--- config.mk ---
export PLATFORM = sky130hd
export DESIGN_NAME = wav_riff_header_parser
export DESIGN_NICKNAME = d
export VERILOG_FILES = /design/src/hw/rtl/wavp_pkg.sv /design/src/hw/rtl/wav_riff_header_parser.sv
export SDC_FILE = /design/constraint.sdc
export NUM_CORES = 1
export LEC_CHECK = 0
export BUFFER_PORTS_ARGS = -buffer_cell sky130_fd_sc_hd__buf_2
export CAP_MARGIN = 10
export CORE_ASPECT_RATIO = 1.5
export CORE_MARGIN = 2
export CORE_UTILIZATION = 60
export CTS_BUF_LIST = sky130_fd_sc_hd__clkbuf_4
export CTS_CLUSTER_DIAMETER = 60
export DETAILED_ROUTE_END_ITERATION = 6
export PLACE_DENSITY = 0.85
export SLEW_MARGIN = 20
export SYNTH_ARGS = -nofsm -noshare
export SYNTH_HDL_FRONTEND = slang
export SYNTH_SLANG_ARGS = --single-unit
--- constraint.sdc ---
create_clock -name aclk -period 7.1 [get_ports aclk]
set_input_delay 0.355 -clock aclk [delete_from_list [all_inputs] [get_ports aclk]]
set_output_delay 0.355 -clock aclk [all_outputs]
set_load 0.02 [all_outputs]
--- src/hw/rtl/wavp_pkg.sv ---
// package for the wav riff header parser
// holds the parse phase type, chunk tags and status codes; no dependencies
package wavp_pkg;

    typedef enum logic [2:0] {
        PH_HEADER    = 3'd0,
        PH_CHUNK_HDR = 3'd1,
        PH_FMT       = 3'd2,
        PH_DATA      = 3'd3,
        PH_SKIP      = 3'd4,
        PH_PAD       = 3'd5,
        PH_DONE      = 3'd6,
        PH_ERROR     = 3'd7
    } phase_t;

    localparam logic [31:0] TAG_RIFF = 32'h5249_4646;
    localparam logic [31:0] TAG_WAVE = 32'h5741_5645;
    localparam logic [31:0] TAG_FMT  = 32'h666D_7420;
    localparam logic [31:0] TAG_DATA = 32'h6461_7461;

    localparam logic [2:0] ST_PARSING    = 3'd0;
    localparam logic [2:0] ST_OK         = 3'd1;
    localparam logic [2:0] ST_NOT_WAVE   = 3'd2;
    localparam logic [2:0] ST_MISSING    = 3'd3;
    localparam logic [2:0] ST_BAD_FORMAT = 3'd4;
    localparam logic [2:0] ST_TRUNCATED  = 3'd5;

    localparam logic [15:0] WANT_FORMAT   = 16'd1;
    localparam logic [15:0] WANT_CHANNELS = 16'd2;
    localparam logic [31:0] WANT_RATE     = 32'd44100;
    localparam logic [15:0] WANT_BITS     = 16'd16;

    localparam logic [31:0] FMT_MIN_LEN   = 32'd16;
    localparam logic [31:0] FMT_CHECK_LEN = 32'd40;
    localparam logic [31:0] HEADER_LEN    = 32'd12;
    localparam logic [31:0] CHUNK_HDR_LEN = 32'd8;

    localparam int OUT_BITS = 8 + 3 + 32;
    localparam int OUT_TDATA_W = ((OUT_BITS + 7) / 8) * 8;

endpackage

--- src/hw/rtl/wav_riff_header_parser.sv ---
// top level of the wav riff header parser
// depends on wavp_pkg; one result transfer per input byte
//
// Takes a WAV file one byte per transfer on s_axis (tlast on the final byte)
// and returns one registered transfer on m_axis for every byte. tuser
// flags data chunk payload, which is passed in tdata[7:0]; tdata[10:8] is 0
// until the final byte, where it gives the verdict (1 ok, 2 not riff/wave,
// 3 fmt or data missing, 4 not 44.1 kHz 16-bit stereo pcm, 5 truncated), and
// tdata[42:11] is the size of the first data chunk. A byte is taken every
// cycle; the single output register sets the rate, and s_axis_tready only
// drops while that register holds a result that m_axis has not taken. After
// the final byte the parser is back in its reset state for the next file.
module wav_riff_header_parser (
    input  logic                             aclk,
    input  logic                             aresetn,
    input  logic                             s_axis_tvalid,
    output logic                             s_axis_tready,
    input  logic [7:0]                       s_axis_tdata,   // in_byte
    input  logic                             s_axis_tlast,   // end_of_file
    output logic                             m_axis_tvalid,
    input  logic                             m_axis_tready,
    // audio_byte [7:0], status [10:8], data_length [42:11], zero fill
    output logic [wavp_pkg::OUT_TDATA_W-1:0] m_axis_tdata,
    output logic                             m_axis_tuser    // audio_valid
);
    import wavp_pkg::*;

    phase_t      phase_reg, phase_next;
    logic [31:0] pos_reg, pos_next, pos_inc;
    logic [31:0] tag_reg, tag_next;
    logic [31:0] len_reg, len_next;
    logic [15:0] format_reg, format_next;
    logic [15:0] chans_reg, chans_next;
    logic [31:0] rate_reg, rate_next;
    logic [15:0] bits_reg, bits_next;
    logic        seen_fmt_reg, seen_fmt_next;
    logic        seen_data_reg, seen_data_next;
    logic [31:0] data_len_reg, data_len_next;
    logic        not_riff_reg, not_riff_next;

    logic        m_valid_reg;
    logic [OUT_TDATA_W-1:0] m_data_reg;
    logic        m_user_reg;

    logic        accept;
    logic        hdr_done;
    logic        chunk_end;
    logic        audio;
    logic [31:0] fmt_need;
    logic [2:0]  verdict;

    assign s_axis_tready = !m_valid_reg || m_axis_tready;
    assign accept        = s_axis_tvalid && s_axis_tready;
    assign pos_inc       = pos_reg + 32'd1;

    always_comb begin
        phase_next     = phase_reg;
        pos_next       = pos_reg;
        tag_next       = tag_reg;
        len_next       = len_reg;
        format_next    = format_reg;
        chans_next     = chans_reg;
        rate_next      = rate_reg;
        bits_next      = bits_reg;
        seen_fmt_next  = seen_fmt_reg;
        seen_data_next = seen_data_reg;
        data_len_next  = data_len_reg;
        not_riff_next  = not_riff_reg;
        hdr_done       = 1'b0;
        chunk_end      = 1'b0;
        audio          = 1'b0;

        case (phase_reg)
            PH_HEADER: begin
                if (pos_reg < 32'd4 || pos_reg >= 32'd8) begin
                    tag_next = {tag_reg[23:0], s_axis_tdata};
                end
                if (pos_reg == 32'd3 && tag_next != TAG_RIFF) begin
                    not_riff_next = 1'b1;
                end
                pos_next = pos_inc;
                if (pos_inc == HEADER_LEN) begin
                    if (tag_next != TAG_WAVE || not_riff_next) begin
                        not_riff_next = 1'b1;
                        phase_next    = PH_ERROR;
                    end else begin
                        phase_next = PH_CHUNK_HDR;
                    end
                    pos_next = '0;
                    tag_next = '0;
                end
            end
            PH_CHUNK_HDR: begin
                if (pos_reg < 32'd4) begin
                    tag_next = {tag_reg[23:0], s_axis_tdata};
                end else begin
                    case (pos_reg[1:0])
                        2'd0:    len_next = {24'd0, s_axis_tdata};
                        2'd1:    len_next[15:8] = s_axis_tdata;
                        2'd2:    len_next[23:16] = s_axis_tdata;
                        default: len_next[31:24] = s_axis_tdata;
                    endcase
                end
                pos_next = pos_inc;
                if (pos_inc == CHUNK_HDR_LEN) begin
                    hdr_done = 1'b1;
                end
            end
            PH_FMT: begin
                if (len_reg >= FMT_MIN_LEN && pos_reg < FMT_MIN_LEN) begin
                    case (pos_reg[3:0])
                        4'd0:    format_next = {8'd0, s_axis_tdata};
                        4'd1:    format_next[15:8] = s_axis_tdata;
                        4'd2:    chans_next = {8'd0, s_axis_tdata};
                        4'd3:    chans_next[15:8] = s_axis_tdata;
                        4'd4:    rate_next = {24'd0, s_axis_tdata};
                        4'd5:    rate_next[15:8] = s_axis_tdata;
                        4'd6:    rate_next[23:16] = s_axis_tdata;
                        4'd7:    rate_next[31:24] = s_axis_tdata;
                        4'd14:   bits_next = {8'd0, s_axis_tdata};
                        4'd15:   bits_next[15:8] = s_axis_tdata;
                        default: ;
                    endcase
                end
                pos_next = pos_inc;
                if (len_reg >= FMT_MIN_LEN && pos_inc == FMT_MIN_LEN) begin
                    seen_fmt_next = 1'b1;
                end
                if (pos_inc == len_reg) begin
                    chunk_end = 1'b1;
                end
            end
            PH_DATA: begin
                audio    = 1'b1;
                pos_next = pos_inc;
                if (pos_inc == len_reg) begin
                    chunk_end = 1'b1;
                end
            end
            PH_SKIP: begin
                pos_next = pos_inc;
                if (pos_inc == len_reg) begin
                    chunk_end = 1'b1;
                end
            end
            PH_PAD: begin
                phase_next = PH_CHUNK_HDR;
                pos_next   = '0;
                tag_next   = '0;
            end
            default: ;
        endcase

        if (hdr_done) begin
            pos_next = '0;
            if (tag_next == TAG_FMT) begin
                phase_next = PH_FMT;
            end else if (tag_next == TAG_DATA && !seen_data_reg) begin
                seen_data_next = 1'b1;
                data_len_next  = len_next;
                phase_next     = PH_DATA;
            end else begin
                phase_next = PH_SKIP;
            end
            if (len_next == '0) begin
                chunk_end = 1'b1;
            end
        end

        if (chunk_end) begin
            if (seen_fmt_next && seen_data_next) begin
                phase_next = PH_DONE;
            end else if (len_next[0]) begin
                phase_next = PH_PAD;
            end else begin
                phase_next = PH_CHUNK_HDR;
            end
            pos_next = '0;
            tag_next = '0;
        end

        fmt_need = (len_next < FMT_CHECK_LEN) ? len_next : FMT_CHECK_LEN;
        if (phase_next == PH_ERROR) begin
            verdict = ST_NOT_WAVE;
        end else if (phase_next == PH_HEADER || phase_next == PH_DATA) begin
            verdict = ST_TRUNCATED;
        end else if (phase_next == PH_FMT && pos_next < fmt_need) begin
            verdict = ST_TRUNCATED;
        end else if (!seen_fmt_next || !seen_data_next) begin
            verdict = ST_MISSING;
        end else if (format_next != WANT_FORMAT || chans_next != WANT_CHANNELS ||
                     rate_next != WANT_RATE || bits_next != WANT_BITS) begin
            verdict = ST_BAD_FORMAT;
        end else begin
            verdict = ST_OK;
        end
    end

    // parse state
    always_ff @(posedge aclk) begin
        if (!aresetn || (accept && s_axis_tlast)) begin
            phase_reg     <= PH_HEADER;
            pos_reg       <= '0;
            tag_reg       <= '0;
            len_reg       <= '0;
            format_reg    <= '0;
            chans_reg     <= '0;
            rate_reg      <= '0;
            bits_reg      <= '0;
            seen_fmt_reg  <= 1'b0;
            seen_data_reg <= 1'b0;
            data_len_reg  <= '0;
            not_riff_reg  <= 1'b0;
        end else if (accept) begin
            phase_reg     <= phase_next;
            pos_reg       <= pos_next;
            tag_reg       <= tag_next;
            len_reg       <= len_next;
            format_reg    <= format_next;
            chans_reg     <= chans_next;
            rate_reg      <= rate_next;
            bits_reg      <= bits_next;
            seen_fmt_reg  <= seen_fmt_next;
            seen_data_reg <= seen_data_next;
            data_len_reg  <= data_len_next;
            not_riff_reg  <= not_riff_next;
        end
    end

    // result register
    always_ff @(posedge aclk) begin
        if (!aresetn) begin
            m_valid_reg <= 1'b0;
        end else if (accept) begin
            m_valid_reg <= 1'b1;
        end else if (m_axis_tready) begin
            m_valid_reg <= 1'b0;
        end
    end

    always_ff @(posedge aclk) begin
        if (accept) begin
            m_user_reg <= audio;
            m_data_reg <= {{(OUT_TDATA_W - OUT_BITS){1'b0}}, data_len_next,
                           (s_axis_tlast ? verdict : ST_PARSING),
                           (audio ? s_axis_tdata : 8'd0)};
        end
    end

    assign m_axis_tvalid = m_valid_reg;
    assign m_axis_tdata  = m_data_reg;
    assign m_axis_tuser  = m_user_reg;

endmodule

==> results.md, run 1 <==
- Setup Skew: 0.0601 ns
- Die area: 26700 sq um
- Worst skew pair latency: 0.70 ns
- Boundary Pins: 64
- Fraction of layout cells with a size suffix above 1: 13.3%
- Core ar.: 25100 sq um
- Worst Path Max Fanout: 42
- Clock sinks: 259
- Nets: 1998
- Clk pwr share: 42.2%
- DRC: 0
- Drt initial violations: 1591
- Final Max Slew Viols: 0
- Fmax: 0.152 GHz
- Rows: 71
- Synth-to-Final Area Change: 9.05%
- Vias in the first global route: 14500
- Register area share after synthesis: 36.9%
- HPWL Detailed: 33.2 mm
- TritonRoute pass-1 iters: 6
- Starting density of the core: 60.9%
- Part of the power in registers: 50.1%
- Cts bufs inserted: 67
- Pwr Total: 3.05 mW
- Final hold violation count: 0
- Worst slew pin tran: 0.984 ns
- Setup TNS: 0 ns
- CTS max path bufs: 3
- Required time of the critical path: 7.55 ns
- Final Util: 66.4%
- Worst Setup End Kind: register
- Power density over the cells: 183 nW/um^2
- Die Wd: 134 um
- Worst min path class: input pin to register
- CTS root buf: clkbuf_4
- H-tree depth reported by CTS: 3
- Leakage: 6.09 nW
- Top FF cell, synth: dfxtp_1
- Share of flip-flops with an asynchronous set or reset: 0%
- Placer's final routability congestion estimate: 0.987
- Max FFs per register: 43
- Worst-path clk slew: 0.07 ns
- Via-to-Cell Ratio: 6.62
- Syn avg cell area: 7.97 sq um
- Vias: 15300
- Final setup fails: 0
- RSZ-0062 raised after global routing: false
- Post-CTS setup buffer count: 0
- Multi-input logic area: 8970 sq um
- Post-Syn Area: 15300 sq um
- CP arrival: 7.03 ns
- Yosys cell types: 87
- Sw power: 794 uW
- Synthesis warning total: 0
- Fillers: 2173
- Status: completed
- CP Class: register to register
- Placed Area: 15800 sq um
- Mapped Cells: 1914
- Share of the clock period used by the worst path: 92.7%
- Relative slew slack: 34.4%
- Startpoint types: register
- DR WL/cell: 20.8 um
- Die extent in y: 199 um
- CTS tree: built
- Cell internal pwr: 2.25 mW
- Final ANT Viol Nets: 0
- Global-route wire length before repair: 75.3 mm
- Final Critical Period: 6.58 ns
- Sw Ratio: 26.1%
- Combinational Power Share: 7.7%
- Initial antenna violation count: 1
- Largest net degree at the start of global routing: 215
- Number of synthesized register bits: 259
- All-layer global routing usage: 35.5%
- Max-Cap Viols: 0
- Total gr overflow: 0
- Count of buffers from port buffering: 58
- Post-synth EDFFs: 44
- Finished Cell Area: 16600 sq um
- Final wirelength: 48.1 mm
- Peak VDD IR: 0.166 mV
- Reg area: 5630 sq um
[cells in the mapped netlist (6+ instances only)]
library cell  count  area, sq um
o31ai_1           7         52.6
a32oi_1          49          429
buf_1            12         45.0
mux2i_1          24          240
and3_1           19          119
nand3_1          53          265
inv_1            20         75.1
a22oi_1          81          608
or2_1            13         81.3
clkbuf_1        128          480
buf_2            16         80.1
nand4b_1          6         52.6
nand2b_1         14         87.6
nor2_1          227          852
nand4_1          31          194
ha_1             36          450
edfxtp_1         44         1320
o21a_1            8         60.1
a211oi_1         14          105
nor4_1           41          257
mux2_2            8         90.1
or3_1            10         62.6
a31oi_1          13         81.3
o21ai_1          45          225
a22o_1            8         70.1
or2_2            14         87.6
xor2_1           13          114
dfxtp_1         215         4300
nor3_1           71          355
a21o_1           17          128
xnor2_1          33          289
or4_1            13         97.6
o21ai_0          61          305
and2_1           34          213
and4_1            7         61.3
a2111oi_0         8         70.1
a21oi_1         163          816
buf_4            14          105
nand2_1         213          800
o211ai_1         11         82.6
nor4b_1           8         70.1
[repair_timing]
action                                  4_1_cts  5_1_grt
hold endpoints to repair                      3        0
resized for setup                             0        6
endpoints found under the setup margin        0        3
hold buffers                                  3        0
[path summary, 6_finish.rpt]
path / slack [ns] / cells past startpoint / end / startpoint
worst min-delay path: 0.23 / 3 / chans_reg[3]$_SDFFE_PP0P_ / s_axis_tdata[3]
worst max register to register: 0.52 / 25 / m_axis_tdata[8]$_SDFFCE_PP0P_ / pos_reg[1]$_SDFFE_PP0P_
worst max-delay path: 0.52 / 25 / m_axis_tdata[8]$_SDFFCE_PP0P_ / pos_reg[1]$_SDFFE_PP0P_
worst min register to register: 0.45 / 2 / data_len_reg[18]$_SDFFE_PP0P_ / data_len_reg[18]$_SDFFE_PP0P_
[kinds of logic after synthesis]
group                    share of synthesized area [%]
multiplexers                                      2.31
AND/OR/NAND/NOR                                   26.7
other                                           0.0492
XOR/XNOR                                          3.38
adder cells (fa/ha/maj)                           2.95
buffers and inverters                             5.37
AO/OA/AOI/OAI                                     22.3
flip-flops                                        36.9
[worst max-delay path: stages, from the launching register on]
cell	delay (ns)
dfxtp_1	0.35
ha_1	0.18
nand3_1	0.13
or4_1	0.69
or4_4	0.59
a21o_1	0.20
a2111oi_2	0.36
or4b_1	0.47
nor4b_1	0.32
or2_1	0.20
buf_12	0.23
nor2_1	0.10
ha_1	0.30
and4_1	0.22
a21oi_1	0.08
a21boi_0	0.17
o21ai_0	0.09
nand2b_1	0.08
a21oi_1	0.08
o311ai_0	0.33
a41oi_1	0.09
buf_4	0.18
a211oi_1	0.20
a21boi_1	0.18
and4bb_1	0.25
a22o_1	0.23
[metal layers]
layer | track usage, % | wire length [um]
met1 | 39.5 | 17400
met2 | 61.1 | 23500
met3 | 6.52 | 3800
met4 | 24.8 | 3410
met5 | 0 | 0
[cells in the final DEF, fill, tap and decap left out, types with 49 or more instances in the layout]
cell type,Yosys,final
o21ai_0,61,61
nor3_1,71,69
a22oi_1,81,81
buf_2,16,58
nand3_1,53,53
a21oi_1,163,163
nor2_1,227,227
clkbuf_4,0,95
a32oi_1,49,49
dfxtp_1,215,213
nand2_1,213,212
[cell type report]
cell class                 count  share of cell area (%)
sequential                   259                    33.8
clock buffer                  95                    4.29
tap                          328                    2.47
antenna                        1                  0.0150
multi-input combinational   1491                    53.9
inverter                      20                   0.466
timing repair buffer         110                    4.36
clock inverter                14                   0.677
[metrics by stage]
step	setup slack, ns	cells	hold slack [ns]
2_1_floorplan	0.634	1943	0.432
3_3_place_gp	0.422	2205	0.437
3_5_place_dp	0.247	2205	0.444
4_1_cts	0.219	2317	0.175
5_1_grt	0.00723	2318	0.214
6_report	0.522	2318	0.232
[power groups by stage]
stage	Sequential [mW]	Combinational, mW	Clock [mW]
6_report	1.53	0.235	1.28
5_1_grt	1.53	0.252	1.39
4_1_cts	1.53	0.230	1.31
3_5_place_dp	1.56	0.228	0
3_3_place_gp	1.56	0.224	0
2_1_floorplan	1.57	0.148	0
Note: power is estimated with default switching activity, not from simulation.
==> run 2: changes to the inputs <==
--- a/config.mk
+++ b/config.mk
@@ -9,11 +9,11 @@
 export CAP_MARGIN = 10
 export CORE_ASPECT_RATIO = 1.5
 export CORE_MARGIN = 2
-export CORE_UTILIZATION = 60
+export CORE_UTILIZATION = 58
 export CTS_BUF_LIST = sky130_fd_sc_hd__clkbuf_4
-export CTS_CLUSTER_DIAMETER = 60
+export CTS_CLUSTER_DIAMETER = 50
 export DETAILED_ROUTE_END_ITERATION = 6
-export PLACE_DENSITY = 0.85
+export PLACE_DENSITY = 0.86
 export SLEW_MARGIN = 20
 export SYNTH_ARGS = -nofsm -noshare
 export SYNTH_HDL_FRONTEND = slang
==> constraint.sdc (replaced) <==
create_clock -name aclk -period 5.7 [get_ports aclk]
set_input_delay 0.285 -clock aclk [delete_from_list [all_inputs] [get_ports aclk]]
set_output_delay 0.285 -clock aclk [all_outputs]
set_load 0.02 [all_outputs]
==> run 2 against run 1 <==
  * The flow now finishes with violations (setup timing)
  * Sequential power increased by 24%
  * Largest power group unchanged
  * Core utilization increased by 6.6 points
  * Clock skew up 0.0039 ns
  * Sequential cell count stayed put
  * Non-clock buffer count increased by 226
  * Final cell count up 10%
  * Die area increased by 3.4%
  * Critical path type unchanged
  * Clock power up 20%
  * Wire length grew 15%
==> results.md, run 2 (synthesis gave the netlist of run 1 again) <==
- H-tree depth reported by CTS: 2 (-1)
- Multi-input logic area: 9300 sq um (+3.7%)
- Die area: 27600 sq um (+3.4%)
- Commonest cells after routing, fill and taps aside: buf_4 (252), nor2_1 (218), nand2_1 (212)
- Clock sinks: 259 (unchanged)
- Rows: 72 (+1.4%)
- Final worst slack: -0.349 ns (-0.871 ns)
- Largest net degree at the start of global routing: 86 (-60%)
- Worst Path Max Fanout: 8 (-81%)
- Fmax: 0.165 GHz (+8.8%)
- Required time of the critical path: 6.19 ns (-1.36 ns)
- Die Wd: 136 um (+1.7%)
- CP Class: register to register
- Cts bufs inserted: 61 (-9.0%)
- Reg area: 5640 sq um (+0.22%)
- Final wirelength: 55.1 mm (+15%)
- Peak VDD IR: 0.248 mV (+50%)
- HPWL Detailed: 38.3 mm (+15%)
- Global-route wire length before repair: 84.7 mm (+12%)
- Setup Skew: 0.0640 ns (+0.00386 ns)
- Worst min path class: input pin to register
- Failing checks: setup timing
- Worst Setup End Kind: register
- Post-place setup slack: -0.454 ns (-0.701 ns)
- Worst skew pair latency: 0.78 ns (+0.08 ns)
- Final hold violation count: 0 (unchanged)
- CP arrival: 6.54 ns (-0.49 ns)
- Final Critical Period: 6.05 ns (-0.529 ns)
- Vias in the first global route: 16200 (+12%)
- Worst-path clk slew: 0.08 ns (about the same)
- Count of buffers from port buffering: 58 (unchanged)
- Share of the clock period used by the worst path: 106% (+13 points)
- Fraction of layout cells with a size suffix above 1: 24.3% (+11 points)
- Total gr overflow: 0 (unchanged)
- Startpoint types: register
- All-layer global routing usage: 39.1% (+3.6 points)
- Hold_ws: 0.103 ns (-0.130 ns)
- Fillers: 1989 (-8.5%)
- Power density over the cells: 200 nW/um^2 (+9.0%)
- Placer's final routability congestion estimate: 1.03 (+3.9%)
- Core ar.: 25900 sq um (+3.2%)
- CTS tree: built
- Leakage: 7.33 nW (+20%)
- Vias: 16500 (+7.4%)
- Final setup fails: 3 (+3)
- Relative slew slack: 36.4% (+2.0 points)
- DR WL/cell: 21.6 um (+4.0%)
- Worst slew pin tran: 0.952 ns (-0.0327 ns)
- RSZ-0062 raised after global routing: true
- Nets: 2218 (+11%)
- DRC: 0 (unchanged)
- Max FFs per register: 43 (unchanged)
- Die extent in y: 203 um (+1.7%)
- Most common cell after layout, fill and taps aside: buf_4
- CTS max path bufs: 3 (unchanged)
- Boundary Pins: 64 (unchanged)
- Final Max Slew Viols: 0 (unchanged)
- TritonRoute pass-1 iters: 6 (unchanged)
- Final ANT Viol Nets: 0 (unchanged)
- Max-Cap Viols: 0 (unchanged)
- Via-to-Cell Ratio: 6.45 (-2.5%)
- Status: finished, violations left
- Synth-to-Final Area Change: 23.6%
- Drt initial violations: 1659 (+4.3%)
- Initial antenna violation count: 1 (unchanged)
- CTS root buf: clkbuf_4
- Starting density of the core: 59.0% (-1.9 points)
run 2: report_power, final:
| group | switching (mW) | total [mW] | internal [mW] |
|---|---|---|---|
| Sequential | 0.0193 | 1.90 | 1.88 |
| Combinational | 0.240 | 0.323 | 0.0835 |
| Clock | 0.775 | 1.54 | 0.765 |
| Total | 1.03 | 3.76 | 2.73 |
run 2: per-layer routing:
metal,vias up,GRT usage [%],share of wire [%]
li1,7535,-,-
met1,7695,42.5,35
met2,932,65.8,48
met3,323,6.49,7.7
met4,0,32.0,9.5
met5,-,0,0
run 2: through the flow:
step / power, mW / TNS (ns) / cell area [sq um] / util [%] / cells
floorplan: 2.14 / 0 / 15400 / - / 1943
global placement: 2.24 / -0.772 / 17200 / 66.6 / 2393
detailed placement: 2.25 / -1.27 / 17200 / 66.6 / 2393
CTS: 3.76 / -0.542 / 18700 / 72.2 / 2543
global route: 3.90 / -1.72 / 18900 / 73.0 / 2554
finish: 3.76 / -0.977 / 18900 / 73.0 / 2554
run 2: what timing repair did:
| item | 4_1_cts | 5_1_grt |
|---|---|---|
| pin swaps | 31 | 28 |
| gates resized for setup | 66 | 15 |
| setup buffers | 29 | 9 |
| setup endpoints to repair | 3 | 5 |
| hold buffers | 4 | 0 |
| cloned | 3 | 1 |
| endpoints found under the hold margin | 7 | 0 |
run 2: area by class of cell:
class | instances | area share (%)
Multi-Input combinational cell | 1491 | 49.3
Sequential cell | 259 | 29.9
Timing Repair Buffer | 336 | 13.9
Clock buffer | 89 | 3.54
Tap cell | 333 | 2.21
Clock inverter | 25 | 0.696
Inverter | 20 | 0.411
Antenna cell | 1 | 0.0133
run 2: worst paths after layout:
path | slack (ns) | end | start | depth (start not counted)
setup reg to reg | -0.35 | m_axis_tdata[9]$_SDFFCE_PN0P_ | pos_reg[14]$_SDFFE_PP0P_ | 26
setup / recovery | -0.35 | m_axis_tdata[9]$_SDFFCE_PN0P_ | pos_reg[14]$_SDFFE_PP0P_ | 26
hold reg to reg | 0.46 | chans_reg[7]$_SDFFE_PP0P_ | chans_reg[7]$_SDFFE_PP0P_ | 2
hold / removal | 0.10 | chans_reg[3]$_SDFFE_PP0P_ | s_axis_tdata[3] | 4
run 2: worst max-delay path, stage by stage, from the launching register on:
cell       delay [ns]
dfxtp_2          0.35
nand4_1          0.18
buf_4            0.19
or4_4            0.42
or4_4            0.44
a21o_1           0.20
a2111oi_4        0.28
buf_4            0.18
or4b_4           0.47
nor4b_4          0.33
or2_4            0.21
buf_12           0.14
buf_12           0.13
nor2_2           0.06
ha_1             0.30
a21o_1           0.17
a21o_1           0.19
a21oi_2          0.17
a21oi_2          0.09
a22oi_2          0.18
o311ai_2         0.14
a41oi_1          0.20
buf_4            0.18
a211oi_2         0.04
a21boi_2         0.16
and4bb_1         0.29
a211oi_1         0.06
